--- src/rtl/ftc_pkg.sv ---
`timescale 1ns / 1ps
`default_nettype none
package ftc_pkg;

	localparam int NUM_CH      = 6;
	localparam int GAUGE_W     = 16;
	localparam int DIFF_W      = GAUGE_W + 1;
	localparam int ROW_W       = 3;
	localparam int COEF_IN_W   = 24;
	localparam int COEF_MAX_W  = 32;
	localparam int OUT_W       = 32;
	localparam int VOLT_SHIFT  = 15;

	// input tdata layout, lowest bit first
	localparam int ZREQ_BIT    = NUM_CH * GAUGE_W;
	localparam int ROW_LSB     = ZREQ_BIT + 1;
	localparam int COL_LSB     = ROW_LSB + ROW_W;
	localparam int COEF_LSB    = COL_LSB + ROW_W;
	localparam int S_FIELD_W   = COEF_LSB + COEF_IN_W;
	localparam int S_TDATA_W   = ((S_FIELD_W + 7) / 8) * 8;
	localparam int M_TDATA_W   = NUM_CH * OUT_W;

	localparam int QUEUE_DEPTH = 2;
	localparam int QPTR_W      = $clog2(QUEUE_DEPTH);
	localparam int QCNT_W      = $clog2(QUEUE_DEPTH + 1);
	localparam int OUT_DEPTH   = 2;
	localparam int OPTR_W      = $clog2(OUT_DEPTH);
	localparam int OCNT_W      = $clog2(OUT_DEPTH + 1);

	localparam logic [ROW_W-1:0] LAST_ROW = ROW_W'(NUM_CH - 1);
	localparam logic [ROW_W-1:0] NUM_ROWS = ROW_W'(NUM_CH);

	typedef enum logic {
		MODE_FRAME = 1'b0,
		MODE_LOAD  = 1'b1
	} ftc_mode_t;

	typedef struct packed {
		ftc_mode_t                        kind;
		logic                             latched;
		logic [ROW_W-1:0]                 row;
		logic [ROW_W-1:0]                 col;
		logic [COEF_IN_W-1:0]             coef;
		logic [NUM_CH-1:0][DIFF_W-1:0]    diff;
	} ftc_cmd_t;

	typedef struct packed {
		logic             v;
		logic [ROW_W-1:0] row;
		logic             latched;
	} ftc_tag_t;

	typedef struct packed {
		logic                          latched;
		logic [NUM_CH-1:0][OUT_W-1:0]  axis;
	} ftc_result_t;

endpackage
`default_nettype wire

--- src/rtl/ftc_front.sv ---
`timescale 1ns / 1ps
`default_nettype none
module ftc_front import ftc_pkg::*; (
	input  logic                 clk,
	input  logic                 arst_n,
	input  logic                 s_axis_tvalid,
	output logic                 s_axis_tready,
	input  logic [S_TDATA_W-1:0] s_axis_tdata,
	input  logic                 s_axis_tuser,
	input  logic                 q_full,
	output logic                 q_push,
	output ftc_cmd_t             q_cmd
);

	logic [NUM_CH-1:0][GAUGE_W-1:0] offset_q;
	logic                           prev_req_q;
	logic                           needs_zero_q;

	logic [NUM_CH-1:0][GAUGE_W-1:0] gauge;
	ftc_mode_t                      kind;
	logic                           zero_req;
	logic                           need;
	logic                           accept;
	logic                           in_range;

	assign gauge         = s_axis_tdata[NUM_CH*GAUGE_W-1:0];
	assign kind          = ftc_mode_t'(s_axis_tuser);
	assign zero_req      = s_axis_tdata[ZREQ_BIT];
	assign s_axis_tready = !q_full;
	assign accept        = s_axis_tvalid && s_axis_tready;
	assign need          = needs_zero_q || (zero_req && !prev_req_q);
	assign in_range      = (s_axis_tdata[ROW_LSB +: ROW_W] < NUM_ROWS) &&
	                       (s_axis_tdata[COL_LSB +: ROW_W] < NUM_ROWS);

	// loads outside the matrix are dropped here
	assign q_push = accept && ((kind == MODE_FRAME) || in_range);

	always_comb begin
		q_cmd.kind    = kind;
		q_cmd.latched = need;
		q_cmd.row     = s_axis_tdata[ROW_LSB +: ROW_W];
		q_cmd.col     = s_axis_tdata[COL_LSB +: ROW_W];
		q_cmd.coef    = s_axis_tdata[COEF_LSB +: COEF_IN_W];
		for (int i = 0; i < NUM_CH; i++) begin
			q_cmd.diff[i] = DIFF_W'($signed(gauge[i])) - DIFF_W'($signed(offset_q[i]));
		end
	end

	// results use the old offsets, the new ones apply from the next frame
	always_ff @(posedge clk or negedge arst_n) begin
		if (!arst_n) begin
			offset_q     <= '0;
			prev_req_q   <= 1'b0;
			needs_zero_q <= 1'b1;
		end else if (accept && (kind == MODE_FRAME)) begin
			prev_req_q   <= zero_req;
			needs_zero_q <= 1'b0;
			if (need) begin
				offset_q <= gauge;
			end
		end
	end

endmodule
`default_nettype wire

--- config.mk ---
export PLATFORM = sky130hd
export DESIGN_NAME = ftc_front
export DESIGN_NICKNAME = d
export VERILOG_FILES = /design/src/rtl/ftc_pkg.sv /design/src/rtl/ftc_front.sv
export SDC_FILE = /design/constraint.sdc
export NUM_CORES = 1
export LEC_CHECK = 0
export BUFFER_PORTS_ARGS = -buffer_cell sky130_fd_sc_hd__buf_4
export CAP_MARGIN = 10
export CORE_MARGIN = 2
export CORE_UTILIZATION = 48
export CTS_BUF_LIST = sky130_fd_sc_hd__clkbuf_16
export DETAILED_ROUTE_END_ITERATION = 16
export PLACE_DENSITY = 0.75
export SYNTH_ARGS = -nofsm -noshare
export SYNTH_HDL_FRONTEND = slang
export SYNTH_SLANG_ARGS = --single-unit
--- constraint.sdc ---
create_clock -name clk -period 2.9 [get_ports clk]
set_input_delay 0.58 -clock clk [delete_from_list [all_inputs] [get_ports clk]]
set_output_delay 0.58 -clock clk [all_outputs]
set_load 0.02 [all_outputs]
==> summary.txt <==
Logic synthesis
  – Seq/Total Area, Yosys: 28.0%
  – Syn nets: 1,237
  – Post-synthesis area per instance: 8.76 um2
  – Ys flop type: dfrtp_1
  – Post-synthesis instance area: 8770 um2
  – Count leader, synth: inv_1
  – Yosys top cell area share: 27.7%
  – Number of synthesized register bits: 98
  – Post-Synthesis Cells: 1,002
  – Area leader, netlist: dfrtp_1
  – Yosys warning count: 0
  – Largest cells by area after synthesis: dfrtp_1 (28%), ha_1 (14%), mux2_2 (11%)
  – Netlist cell types: 67
  – Post-synth top cells: inv_1 (145), dfrtp_1 (97), ha_1 (96), mux2_2 (84), a21oi_1 (74)
  – Post-synth EDFFs: 0
  – Async SR Flop Fraction: 100%

Power and ir drop
  – Power Total: 12.4 mW
  – Leak: 6.18 nW
  – Maximum VDD drop: 778 uV
  – PD cells: 973 nW/um2

CTS
  – Worst-skew pair later-pin latency: 0.34 ns
  – CTS Root Cell: clkbuf_16
  – CTS buffer count: 9
  – CTS max path bufs: 2
  – Hold buffers post-CTS: 0
  – CTS tree: built
  – Reg clk slew, reported paths: 0.07 ns
  – Total clock sinks: 98
  – CTS H-tree depth: 3

Drt
  – Highest metal used: met4
  – Routed vias: 8,358
  – Starting DRT DRC Count: 349
  – ANT nets after route: 0
  – Via density per instance: 5.42
  – Residual DRC: 0
  – DR WL met3: 1.15 mm
  – DRT Pass-1 Iters: 6
  – M1 WL: 10.1 mm
  – Routed WL: 24.1 mm
  – Drt wl/cell: 15.6 um
  – DR WL met2: 12.2 mm

Placement
  – Port Buffers: 215
  – Final GP Congestion: 0.903
  – DP Area: 11,200 um2
  – HPWL reported at the end of detailed placement: 17.2 mm

Global routing
  – First-pass GRT wire length: 36.9 mm
  – Initial antenna violation count: 1
  – Total track usage: 22.8%
  – Vias in the first global route: 7,938
  – Largest net degree at the start of global routing: 49
  – Remaining Overflow, GRT: 0

Setup path
  – CP required: 2.32 ns
  – Slowest CP cell: dfrtp_1
  – Crit-path cells: ha_2, fa_2, nand2b_4, a21oi_4, o211ai_1, a21boi_1, nor4_2, a311o_1, buf_6
  – Reg2reg end: offset_q[88]
  – R2R setup slack: 1.27 ns
  – Cell count of the worst reg-to-reg path: 5
  – Setup Crit Path Kind: flop to output pin
  – CP Max Fanout: 3
  – Slowest stage delay, CP: 0.39 ns
  – Crit. End Element: output pin
  – Worst Setup Start Kind: flop
  – FF-to-FF Start: prev_req_q
  – Buffers & Inverters on Critical Path: 1
  – CP delay by family, top: compound AO/OA/AOI/OAI gates
  – CP Data Arrival Time: 2.48 ns

STA
  – Worst Tran Pin Value: 0.488 ns
  – Worst Slack Setup Final: -0.159 ns
  – Clk_skew: 0.00604 ns
  – Final hold violations: 0
  – RSZ-0062 raised after global routing: yes
  – Fin. max-slew vios: 0
  – Min Clock Period, post-route: 3.06 ns
  – Relative slew slack: 67.1%
  – Fmax: 327 MHz
  – Setup Viol. Count Final: 29
  – Period utilization: 105%

Finish
  – Core Util, Final: 70.8%
  – Fillers: 1,341
  – Post-route cell area: 12,700 um2
  – Nets: 1,542
  – Layout cell share with drive strength beyond 1: 46.0%
  – Area grow syn2layout: 44.9%

Floorplan
  – Die Height: 139 um
  – Core Area: 18,000 um2
  – Die Area: 19,400 um2
  – Die span in x: 139 um
  – Initial Util: 48.8%
  – Boundary Pins: 269
  – Row count: 49

Status
  – Run status: finished with violations
  – Failing checks: negative setup slack

Hold path
  – HP Class: input pin to async pin

Job
  – Maxcap violations: 0
## worst register-to-register path, delay by kind of cell, from the launching register on
| family | cells | cell delay, ns |
|---|---|---|
| flip-flops | 1 | 0.33 |
| multiplexers | 1 | 0.42 |
| AO/OA/AOI/OAI | 1 | 0.20 |
| AND/OR/NAND/NOR | 1 | 0.23 |
| buffers and inverters | 2 | 0.33 |
## registers in the layout (all words and copies together), names as in the netlist
name          cells
needs_zero_q      1
offset_q         96
prev_req_q        1
## metal layers
metal  track usage [%]  vias to the layer above
met4              8.40                        0
met5                 0                        -
met1              29.2                     3998
met3              3.31                       49
met2              39.4                      249
li1                  -                     4062
## logic make-up after synthesis
group,synth area share (%)
simple gates,11.6
fa+ha+maj,15.1
compound gates,17.3
mux,11.2
flops,28.0
xor+xnor,6.89
buf+inv,9.92
## layout make-up
cell class	instances	area [um2]	share of cell area, %
diodes	1	2.50	0.0197
clock inverters	7	61.3	0.482
well taps	229	287	2.25
clock buffers	9	225	1.77
repair buffers	348	2720	21.4
flip-flops and latches	98	2450	19.3
multi-input cells	705	6420	50.5
inverters	145	544	4.28
## repair_timing
| item | in CTS | in global routing |
|---|---|---|
| pin swaps | 51 | 77 |
| buffers inserted | 12 | 24 |
| setup endpoints to repair | 58 | 59 |
| gates resized for setup | 88 | 121 |
## power by group
group	switching, mW	internal, mW	total, mW
registers	0.220	1.78	2.00
clock network	0.540	0.661	1.20
logic	4.79	4.37	9.16
## cell usage in the layout, fill, tap and decap left out, types with 7 or more instances in the layout
master	n
inv_1	135
nor3_1	8
o21ai_2	11
nand4_1	10
ha_1	73
inv_2	11
a21oi_2	22
o21a_1	12
nand2_1	63
mux2_2	84
nand3_1	14
o21ai_0	32
o211ai_1	8
a21o_1	17
nor2b_1	7
xnor2_2	9
buf_6	19
a31oi_1	9
a21oi_1	48
clkbuf_16	9
o21ai_1	7
nor2b_4	7
xor2_1	9
ha_4	18
xnor2_1	47
nand2b_1	7
buf_4	326
nor2_1	48
a211oi_2	8
dfrtp_1	97
## per-stage QoR
step           worst slack (ns)  TNS, ns  hold slack (ns)  instances
2_1_floorplan          0.000653        0            0.284       1002
3_3_place_gp             -0.301    -5.50            0.470       1491
3_5_place_dp             -0.335    -6.19            0.476       1491
4_1_cts                  -0.221    -1.48            0.111       1519
5_1_grt                  -0.284    -6.03            0.121       1542
6_report                 -0.159    -1.78            0.114       1542
## worst max path at each step
stage,from,cells after the start,to
6_report,offset_q[48],9,q_cmd[61]
5_1_grt,offset_q[48],9,q_cmd[61]
4_1_cts,offset_q[17],9,q_cmd[30]
3_5_place_dp,s_axis_tdata[0],11,q_cmd[16]
3_3_place_gp,s_axis_tdata[0],11,q_cmd[16]
2_1_floorplan,s_axis_tdata[16],9,q_cmd[31]
(Power assumes the default switching activity.)
