==> config.mk <==
export PLATFORM = sky130hd
export DESIGN_NAME = ftc_queue
export DESIGN_NICKNAME = d
export VERILOG_FILES = /design/src/rtl/ftc_pkg.sv /design/src/rtl/ftc_queue.sv
export SDC_FILE = /design/constraint.sdc
export NUM_CORES = 1
export LEC_CHECK = 0
export ABC_AREA = 1
export BUFFER_PORTS_ARGS = -buffer_cell sky130_fd_sc_hd__buf_2
export CAP_MARGIN = 30
export CORE_AREA = 3 3 161 132
export DETAILED_ROUTE_END_ITERATION = 16
export DIE_AREA = 0 0 164 135
export PLACE_DENSITY = 0.79
export SYNTH_ARGS = -nofsm -noshare
export SYNTH_HDL_FRONTEND = slang
export SYNTH_SLANG_ARGS = --single-unit
==> constraint.sdc <==
create_clock -name clk -period 8.4 [get_ports clk]
set_input_delay 0.42 -clock clk [delete_from_list [all_inputs] [get_ports clk]]
set_output_delay 0.42 -clock clk [all_outputs]
set_load 0.005 [all_outputs]
==> src/rtl/ftc_pkg.sv <==
`timescale 1ns / 1ps
`default_nettype none
package ftc_pkg;

	localparam int NUM_CH      = 6;
	localparam int GAUGE_W     = 16;
	localparam int DIFF_W      = GAUGE_W + 1;
	localparam int ROW_W       = 3;
	localparam int COEF_IN_W   = 24;
	localparam int COEF_MAX_W  = 32;
	localparam int OUT_W       = 32;
	localparam int VOLT_SHIFT  = 15;

	// input tdata layout, lowest bit first
	localparam int ZREQ_BIT    = NUM_CH * GAUGE_W;
	localparam int ROW_LSB     = ZREQ_BIT + 1;
	localparam int COL_LSB     = ROW_LSB + ROW_W;
	localparam int COEF_LSB    = COL_LSB + ROW_W;
	localparam int S_FIELD_W   = COEF_LSB + COEF_IN_W;
	localparam int S_TDATA_W   = ((S_FIELD_W + 7) / 8) * 8;
	localparam int M_TDATA_W   = NUM_CH * OUT_W;

	localparam int QUEUE_DEPTH = 2;
	localparam int QPTR_W      = $clog2(QUEUE_DEPTH);
	localparam int QCNT_W      = $clog2(QUEUE_DEPTH + 1);
	localparam int OUT_DEPTH   = 2;
	localparam int OPTR_W      = $clog2(OUT_DEPTH);
	localparam int OCNT_W      = $clog2(OUT_DEPTH + 1);

	localparam logic [ROW_W-1:0] LAST_ROW = ROW_W'(NUM_CH - 1);
	localparam logic [ROW_W-1:0] NUM_ROWS = ROW_W'(NUM_CH);

	typedef enum logic {
		MODE_FRAME = 1'b0,
		MODE_LOAD  = 1'b1
	} ftc_mode_t;

	typedef struct packed {
		ftc_mode_t                        kind;
		logic                             latched;
		logic [ROW_W-1:0]                 row;
		logic [ROW_W-1:0]                 col;
		logic [COEF_IN_W-1:0]             coef;
		logic [NUM_CH-1:0][DIFF_W-1:0]    diff;
	} ftc_cmd_t;

	typedef struct packed {
		logic             v;
		logic [ROW_W-1:0] row;
		logic             latched;
	} ftc_tag_t;

	typedef struct packed {
		logic                          latched;
		logic [NUM_CH-1:0][OUT_W-1:0]  axis;
	} ftc_result_t;

endpackage
`default_nettype wire

==> src/rtl/ftc_queue.sv <==
`timescale 1ns / 1ps
`default_nettype none
module ftc_queue import ftc_pkg::*; (
	input  logic     clk,
	input  logic     arst_n,
	input  logic     push,
	input  ftc_cmd_t push_cmd,
	output logic     full,
	input  logic     pop,
	output logic     empty,
	output ftc_cmd_t head
);

	ftc_cmd_t            entry_q [QUEUE_DEPTH];
	logic [QPTR_W-1:0]   wr_ptr_q;
	logic [QPTR_W-1:0]   rd_ptr_q;
	logic [QCNT_W-1:0]   cnt_q;

	assign full  = (cnt_q == QCNT_W'(QUEUE_DEPTH));
	assign empty = (cnt_q == '0);
	assign head  = entry_q[rd_ptr_q];

	always_ff @(posedge clk) begin
		if (push) begin
			entry_q[wr_ptr_q] <= push_cmd;
		end
	end

	always_ff @(posedge clk or negedge arst_n) begin
		if (!arst_n) begin
			wr_ptr_q <= '0;
			rd_ptr_q <= '0;
			cnt_q    <= '0;
		end else begin
			if (push) begin
				wr_ptr_q <= (wr_ptr_q == QPTR_W'(QUEUE_DEPTH - 1)) ? '0 : wr_ptr_q + 1'b1;
			end
			if (pop) begin
				rd_ptr_q <= (rd_ptr_q == QPTR_W'(QUEUE_DEPTH - 1)) ? '0 : rd_ptr_q + 1'b1;
			end
			cnt_q <= cnt_q + QCNT_W'(push) - QCNT_W'(pop);
		end
	end

endmodule
`default_nettype wire

==> load_flow_metrics.sql <==
INSERT INTO impl_metrics (metric_group, metric, value, unit) VALUES
('grt', 'grt_pass1_vias', '5956', ''),
('logic_synthesis', 'synth_area_per_cell', '14.4', 'um^2'),
('worst_hold_path', 'hp-class', 'in -> reg', ''),
('power_and_ir_drop', 'ir_drop', '0.000316', 'V'),
('routing', 'ant_nets', '0', ''),
('worst_setup_path', 'worst-endpoint-arrival', '2.55', 'ns'),
('logic_synthesis', 'netlist.top_cell.by_area', 'sky130_fd_sc_hd__edfxtp_1', ''),
('clock_network', 'post_cts_resize_count', '0', ''),
('logic_synthesis', 'synth_warnings', '0', ''),
('grt', 'grt_antenna_before_repair', '3', ''),
('worst_setup_path', 'timing.critical_path.cells', 'buf_4 > buf_16 > nand2_1 > o21ai_1 > buf_2', ''),
('worst_setup_path', 'cp_max_fo', '68', ''),
('outcome', 'outcome', 'finished, final reports clean', ''),
('run', 'cap_violations', '0', ''),
('logic_synthesis', 'syn-cell-area', '10400', 'um^2'),
('sta', 'setup_total_negative_slack', '0', 'ns'),
('placed_design', 'final_weighted_congestion_of_routability_driven_global_placement', '0.788', ''),
('power_and_ir_drop', 'power.density_cell_area', '329', 'nW/um^2'),
('grt', 'grt_util_all_layers', '17.0', '%'),
('sta', 'max_freq', '0.337', 'GHz'),
('placed_design', 'detailed_place_hpwl', '13000', 'um'),
('worst_setup_path', 'critical-path-slowest-cell', 'sky130_fd_sc_hd__dfrtp_4', ''),
('floorplanning', 'initial_core_util', '52.7', '%'),
('clock_network', 'clkSinkCount', '272', ''),
('routing', 'drtPass1Iterations', '5', ''),
('worst_setup_path', 'worst_path_dominant_cell_family', 'buffers and inverters', ''),
('routing', 'routed_wirelength_normalized_by_instance_count', '15.1', 'um'),
('grt', 'global_route_total_overflow', '0', ''),
('sta', 'setup_repair_after_global_routing_missed_its_margin', 'false', ''),
('clock_network', 'cts_buffers', '27', ''),
('sta', 'timing_hold_violations_final', '0', ''),
('clock_network', 'cts-root-buf', 'sky130_fd_sc_hd__clkbuf_16', ''),
('sta', 'skew', '0.0120', 'ns'),
('floorplanning', 'core_area', '19700', 'um^2'),
('sta', 'relSlewSlack', '38.0', '%'),
('sta', 'whs', '0.0895', 'ns'),
('worst_setup_path', 'crit_buf_inv', '3', ''),
('grt', 'grt_max_degree', '81', ''),
('clock_network', 'ctsLongestPathBuffers', '3', ''),
('placed_design', 'place.port_buffers', '273', ''),
('finish', 'multi_input_comb_area', '1470', 'um^2'),
('worst_hold_path', 'min-delay-start', 'push_cmd[132]', ''),
('logic_synthesis', 'ff_latch_count_synth', '272', ''),
('finish', 'fill_count', '1398', ''),
('routing', 'drt-initial-drc-count', '413', ''),
('sta', 'worstMarginPinSlew', '0.930', 'ns'),
('finish', 'seq_area', '8150', 'um^2'),
('finish', 'post_route_cells_drive_above_1_share', '36.7', '%'),
('worst_setup_path', 'critical_path.endpoint_type', 'primary output', ''),
('clock_network', 'cts_htree_levels', '1', ''),
('floorplanning', 'number_of_ports_placed_on_the_die_boundary', '274', ''),
('grt', 'global_route_wire_length_before_repair', '29500', 'um'),
('logic_synthesis', 'synth_enable_flop_cells', '268', ''),
('clock_network', 'clkSlewWorstSetupHoldPaths', '0.06', 'ns'),
('logic_synthesis', 'yosys.cell_count.top_type', 'sky130_fd_sc_hd__edfxtp_1', ''),
('routing', 'drcViolationCount', '0', ''),
('logic_synthesis', 'synthArstFlopShare', '1.47', '%'),
('logic_synthesis', 'synth_fp_nets', '865', ''),
('logic_synthesis', 'synth-main-ff-cell', 'sky130_fd_sc_hd__edfxtp_1', ''),
('floorplanning', 'floorplan.die.width', '164', 'um'),
('sta', 'final_critical_period', '2.97', 'ns'),
('worst_setup_path', 'critPathRequiredTime', '7.98', 'ns'),
('logic_synthesis', 'synth_top_area_share', '77.3', '%'),
('worst_setup_path', 'startpoint_type', 'register', ''),
('finish', 'diodes', '0', ''),
('worst_setup_path', 'setup.worst_path.class', 'reg -> out', ''),
('floorplanning', 'floorplan_row_count', '46', ''),
('clock_network', 'insertion_delay', '0.51', 'ns'),
('finish', 'synthToLayoutAreaGrowth', '23.1', '%'),
('worst_setup_path', 'regToRegStartpoint', 'wr_ptr_q$_DFFE_PN0P_', ''),
('finish', 'final_net_count', '1145', '');
## metal layers
layer  vias up  GRT usage, %  share of wire (%)
met5         -             0               0.20
met4         6          5.35                2.7
met3        44          5.31                9.2
met2       227          28.4                 48
met1      2876          21.5                 40
li1       3020             -                  -
## report_power, final
part / switching, mW / total [mW] / leakage (nW) / internal [mW]
Sequential: 0.0974 / 1.90 / 2.56 / 1.81
Clock: 0.467 / 1.15 / 0.406 / 0.678
Combinational: 0.712 / 1.16 / 2.50 / 0.450
Total: 1.28 / 4.21 / 5.47 / 2.93
## sequential cells by signal (all words and copies together), names as in the netlist
| register | cells |
|---|---|
| rd_ptr_q | 1 |
| cnt_q | 2 |
| entry_q | 268 |
| wr_ptr_q | 1 |
## cell type report
cell class | count | area share [%]
sequential | 272 | 63.6
multi-input combinational | 282 | 11.5
timing repair buffer | 281 | 11.5
clock buffer | 30 | 5.36
inverter | 141 | 4.15
tap | 264 | 2.58
clock inverter | 18 | 1.33
## cells by family (layout without fill, tap and decap cells)
logic type                 count (synthesis)  in the layout  share of synthesized area, %
AOI/OAI and AO/OA                        134            134                          8.43
xor gates and xnor gates                   2              2                         0.168
adders and majority gates                  2              2                         0.240
buffers and inverters                    171            470                          7.68
DFF                                      272            272                          78.3
and+or+nand+nor                          144            144                          5.20
## cells in the final DEF (no fill, tap or decap)
master,Yosys,layout
sky130_fd_sc_hd__o21ai_1,21,21
sky130_fd_sc_hd__o21ai_2,55,55
sky130_fd_sc_hd__inv_1,141,140
sky130_fd_sc_hd__buf_2,0,273
sky130_fd_sc_hd__clkbuf_16,0,27
sky130_fd_sc_hd__clkinv_2,0,3
sky130_fd_sc_hd__clkinv_4,0,1
sky130_fd_sc_hd__nand2_1,140,140
sky130_fd_sc_hd__nor2_1,3,2
sky130_fd_sc_hd__clkbuf_1,5,3
sky130_fd_sc_hd__dfrtp_1,4,3
sky130_fd_sc_hd__xor2_1,2,2
sky130_fd_sc_hd__buf_4,8,5
sky130_fd_sc_hd__nand3_1,1,1
sky130_fd_sc_hd__dfrtp_4,0,1
sky130_fd_sc_hd__clkinvlp_4,0,4
sky130_fd_sc_hd__dlygate4sd3_1,0,1
sky130_fd_sc_hd__inv_4,0,1
sky130_fd_sc_hd__buf_16,0,2
sky130_fd_sc_hd__nor2_4,0,1
sky130_fd_sc_hd__ha_1,2,2
sky130_fd_sc_hd__o21ai_0,58,58
sky130_fd_sc_hd__clkinv_1,0,7
sky130_fd_sc_hd__edfxtp_1,268,268
sky130_fd_sc_hd__bufinv_16,0,3
## stage by stage
| stage | setup slack (ns) | total power, mW | instance area [um^2] | utilization, % | cells |
|---|---|---|---|---|---|
| after global placement | 5.69 | 3.05 | 11900 | 60.2 | 1237 |
| after CTS | 5.38 | 4.27 | 12800 | 64.9 | 1288 |
| after floorplan | 1.70 | 2.68 | 10400 | - | 725 |
| after global routing | 5.21 | 4.46 | 12800 | 64.9 | 1288 |
| after detailed placement | 5.71 | 3.11 | 11900 | 60.5 | 1239 |
| final | 5.43 | 4.21 | 12800 | 64.9 | 1288 |
## worst paths after layout
path | depth (start not counted) | end | slack [ns]
max | 5 | head[65] | 5.43
min | 1 | entry_q[0][132]$_DFFE_PP_ | 0.09
max reg2reg | 3 | entry_q[0][51]$_DFFE_PP_ | 5.90
min reg2reg | 1 | wr_ptr_q$_DFFE_PN0P_ | 0.56
max in group asynchronous | 2 | rd_ptr_q$_DFFE_PN0P_ | 7.99
min in group asynchronous | 2 | cnt_q[1]$_DFF_PN0_ | 0.27
## what timing repair did
item                                    CTS  global route
endpoints found under the hold margin     4             0
hold buffers                              1             0
endpoints found under the setup margin    0             0
No activity file was read; power rests on OpenSTA's default activity.
